===== config.mk =====
export PLATFORM = sky130hd
export DESIGN_NAME = tcpnat_table
export DESIGN_NICKNAME = d
export VERILOG_FILES = /design/src/rtl/tcpnat_pkg.sv /design/src/rtl/tcpnat_table.sv
export SDC_FILE = /design/constraint.sdc
export NUM_CORES = 2
export LEC_CHECK = 0
export ABC_AREA = 1
export BUFFER_PORTS_ARGS = -buffer_cell sky130_fd_sc_hd__clkbuf_2
export CAP_MARGIN = 20
export CORE_MARGIN = 10
export CORE_UTILIZATION = 31
export DETAILED_ROUTE_END_ITERATION = 16
export PLACE_DENSITY = 0.53
export SLEW_MARGIN = 10
export SYNTH_ARGS = -nofsm -noshare
export SYNTH_HDL_FRONTEND = slang
export SYNTH_SLANG_ARGS = --single-unit

===== constraint.sdc =====
create_clock -name clk -period 1.78 [get_ports clk]
set_clock_uncertainty 0.05 [all_clocks]
set_input_delay 0.089 -clock clk [delete_from_list [all_inputs] [get_ports clk]]
set_output_delay 0.089 -clock clk [all_outputs]
set_load 0.02 [all_outputs]

===== src/rtl/tcpnat_pkg.sv =====
// tcpnat_pkg: shared constants, codes and checksum/address helpers
// for the TCP redirect NAT table. No dependencies.
`default_nettype none
package tcpnat_pkg;

    localparam int TABLE_SETS_DEF = 256;
    localparam int TABLE_WAYS_DEF = 4;
    localparam int CLIENT_W       = 48;

    localparam logic [1:0] VERDICT_PASS  = 2'd0;
    localparam logic [1:0] VERDICT_DROP  = 2'd1;
    localparam logic [1:0] VERDICT_ROUTE = 2'd2;

    localparam logic [7:0] PROTO_ICMP = 8'd1;
    localparam logic [7:0] PROTO_TCP  = 8'd6;
    localparam logic [15:0] PORT_DNS  = 16'd53;

    localparam logic [1:0] REG_ROUTE_IF = 2'd0;
    localparam logic [1:0] REG_REDIR_IP = 2'd1;
    localparam logic [1:0] REG_REDIR_PT = 2'd2;

    localparam int FLAG_FIN = 0;
    localparam int FLAG_SYN = 1;
    localparam int FLAG_ACK = 4;

    // Incremental checksum update (RFC 1624), wide covers a 32-bit field.
    function automatic logic [15:0] csum_fix(input logic [15:0] hc, input logic [31:0] old_v,
                                             input logic [31:0] new_v, input logic wide);
        logic [18:0] s;
        logic [16:0] s1;
        logic [16:0] s2;
        s = {3'd0, ~hc} + {3'd0, ~old_v[15:0]} + {3'd0, new_v[15:0]};
        if (wide)
        begin
            s = s + {3'd0, ~old_v[31:16]} + {3'd0, new_v[31:16]};
        end
        s1 = {1'b0, s[15:0]} + {14'd0, s[18:16]};
        s2 = {1'b0, s1[15:0]} + {16'd0, s1[16]};
        return ~s2[15:0];
    endfunction

    function automatic logic is_lan(input logic [31:0] a);
        logic [7:0] o1;
        logic [7:0] o2;
        o1 = a[31:24];
        o2 = a[23:16];
        return (a == 32'hffff_ffff) || (o1 == 8'd127) || (o1 == 8'd10) ||
               ((o1 == 8'd172) && (o2 >= 8'd16) && (o2 <= 8'd31)) ||
               ((o1 == 8'd192) && (o2 == 8'd168));
    endfunction

    function automatic logic [31:0] client_hash(input logic [CLIENT_W-1:0] c);
        logic [CLIENT_W-1:0] h;
        h = c ^ (c >> 13) ^ (c >> 29);
        return h[31:0];
    endfunction

endpackage
`default_nettype wire


===== src/rtl/tcpnat_table.sv =====
// tcpnat_table: one row per set holding all ways, synchronous RAM with
// one write port and one registered read port. Depends on tcpnat_pkg.
`default_nettype none
module tcpnat_table #(
    parameter int TABLE_SETS = tcpnat_pkg::TABLE_SETS_DEF,
    parameter int ROW_W      = 8
) (
    input  wire logic                          clk,
    input  wire logic                          wr_en,
    input  wire logic [$clog2(TABLE_SETS)-1:0] wr_addr,
    input  wire logic [ROW_W-1:0]              wr_data,
    input  wire logic                          rd_en,
    input  wire logic [$clog2(TABLE_SETS)-1:0] rd_addr,
    output logic [ROW_W-1:0]                   rd_data
);
    logic [ROW_W-1:0] mem [TABLE_SETS];

    always_ff @(posedge clk)
    begin
        if (wr_en)
        begin
            mem[wr_addr] <= wr_data;
        end
        if (rd_en)
        begin
            rd_data <= mem[rd_addr];
        end
    end
endmodule
`default_nettype wire


==> impl_metrics.csv <==
group,metric,value,unit
critical_path,critPathMaxStageDelay,0.76,ns
drt,wire_per_inst,22.63,um
place,dp_hpwl,162500,um
drt,ant_nets,0,
global_routing,grt-ovfl-total,0,
place,placed_area,93320,um^2
status,outcome,"complete, but fails checks",
global_routing,grt_usage,16.89,%
layout,synthToLayoutAreaGrowth,22.49,%
timing,period_share,116.3,%
place,io_buffers,34,
layout,instances_no_fill,11249,
synth,syn-num-nets,7030,
layout,nets,7541,
critical_path,path_buf_inv,1,
timing,rsz0062_at_grt,"yes",
critical_path,worst-setup-path-type,"register to output pin",
clocking,post-cts-setup-buffer-count,0,
die,core_area,267900,um^2
timing,max_freq,0.4831,GHz
critical_path,critical-path-slowest-cell,"edfxtp_1",
timing,worstMarginPinSlew,0.6510,ns
clocking,tritoncts,"yes",
place,place_inst,10842,
clocking,cts_buffer_depth,3,
clocking,path_clk_slew,0.06,ns
drt,dr_total_vias,56600,
timing,layout_min_cycle_time,2.070,ns
synth,avgSynthCellArea,11.92,um^2
hold_path,hold_path.class,"input pin to register",
clocking,clock_sinks,2056,
critical_path,start_kind,"register",
timing,timing.final.ws_setup,-0.2902,ns
critical_path,cp.arrival,1.93,ns
layout,stdcell_area,102200,um^2
synth,yosysSeqAreaShare,73.96,%
timing,hold-worst-slack,0.02992,ns
drt,via_per_inst,5.032,
status,failed_checks,"setup timing",
die,dieArea,290400,um^2
pwr,power-per-cell-area,1036,nW/um^2
drt,drtIter0Drc,5954,
clocking,cts_made_buffers,212,
timing,setup_viol,8,
synth,synth-seq-cells,2056,
global_routing,grt_first_pass_wirelength,373400,um
pwr,ir_worst_vdd,0.8389,mV
layout,final_util,38.16,%
synth,ys_types,13,
critical_path,crit_fanout,1,
place,routabilityCongestion,0.8881,
timing,hold_viol,0,
die,start_util,31.16,%
run,maxCapViolations,0,
synth,ys_warn_count,0,
pwr,p_leak,0.03632,uW
timing,drv_slew,0,
global_routing,antenna_found_initial,16,
drt,wirelength,254600,um
critical_path,crit_chain,"clkbuf_8",
synth,netlist_instances,7003,
layout,drive_above_1_share,17.62,%
synth,syn-cell-area,83480,um^2
timing,relSlewSlack,56.60,%
die,io-pin-count,35,
global_routing,grt_max_degree,74,
global_routing,grt_pass1_vias,54729,
critical_path,endpoint_kind,"output pin",
drt,dr.pass1.iters,6,
die,rows,190,
drt,drc,0,
clocking,h-tree-depth,4,
critical_path,worstPathRequired,1.64,ns
clocking,cts-root-buf,"clkbuf_16",
critical_path,crit_family,"flip-flops",
clocking,clkLatencyLatePin,0.89,ns
die,die_x,538.9,um
die,fp.dieH,538.9,um
cell usage in the layout (no fill, tap or decap):
master,count
clkbuf_1,36
clkbuf_16,213
buf_6,5
nand2_2,10
clkinv_4,1
inv_8,2
buf_8,13
inv_4,1
buf_4,571
nand3_2,218
clkinvlp_4,5
nand2_1,2111
clkinv_8,3
inv_6,5
inv_16,4
inv_2,1
buf_2,1
clkinv_2,43
nand2_4,2
bufinv_16,25
clkinv_16,6
clkbuf_2,13
nand3_1,1753
buf_12,160
clkinv_1,50
edfxtp_1,2056
inv_1,34
nor2_1,283
dlygate4sd3_1,12
diode_2,7
clkbuf_8,5
nand3_4,48
metrics by stage:
step,setup WS (ns),total power [uW],TNS (ns)
floorplan,0.1495,57760,0
global placement,-0.7579,61690,-5.710
detailed placement,-0.7342,61710,-5.746
CTS,-0.3076,106400,-1.687
global route,-0.2407,109200,-1.219
finish,-0.2902,105900,-1.175
cell type report:
| cell class | instances | area [um^2] |
|---|---|---|
| repair buffers | 780 | 8000 |
| inverters | 39 | 180.2 |
| multi-input cells | 4425 | 20870 |
| fillers | 25348 | 165700 |
| clock inverters | 141 | 1533 |
| well taps | 3552 | 4444 |
| clock buffers | 249 | 5465 |
| diodes | 7 | 17.52 |
| flip-flops and latches | 2056 | 61740 |
cells in the mapped netlist:
cell	count	area, um^2
inv_2	2	7.510
clkbuf_1	112	420.4
buf_6	16	180.2
inv_1	36	135.1
nand2_1	2123	7969
nor2_1	283	1062
inv_4	1	6.260
buf_4	46	345.3
buf_1	40	150.1
nand3_1	2019	10100
buf_8	1	15.01
edfxtp_1	2056	61740
buf_2	268	1341
logic make-up (layout without fill, tap and decap cells):
group	after synthesis	count (layout)	synth area share [%]
simple gates	4425	4425	22.92
flops	2056	2056	73.96
buf+inv	522	1209	3.116
other cells	0	7	0
repair_timing:
action                      CTS  global route
setup endpoints to repair    16            16
hold buffers                 12             0
resized for setup           146           200
hold endpoints to repair   2088             0
cloned                        0             0
pin swaps                    10            56
sequential cells by signal, indices dropped and copies added (netlist names):
name / cells
mem: 2048
rd_data: 8
per-layer routing:
metal | vias up | routed length (um) | GRT usage [%] | share of wire (%)
li1 | 25935 | - | - | -
met1 | 28121 | 107900 | 22.92 | 42
met2 | 2125 | 119000 | 27.19 | 47
met3 | 413 | 17510 | 2.585 | 6.9
met4 | 6 | 10160 | 6.700 | 4.0
met5 | - | 39 | 0 | 0.015
power by group:
| part | leakage (uW) | internal, uW | switching, uW | total [uW] |
|---|---|---|---|---|
| sequential | 0.0185 | 53400 | 102 | 53500 |
| clock | 0.00341 | 25600 | 19100 | 44700 |
| combinational | 0.0144 | 2420 | 5290 | 7710 |
| total | 0.0363 | 81400 | 24500 | 106000 |
worst paths after layout:
kind | to | from | slack [ns] | cells after the start
setup / recovery | rd_data[7] | rd_data[7] | -0.29 | 1
setup reg to reg | rd_data[0] | mem[201][0] | 0.04 | 10
hold reg to reg | rd_data[5] | mem[30][5] | 1.01 | 10
hold / removal | rd_data[4] | rd_addr[6] | 0.03 | 6
Power figures use the tool's default switching activity.
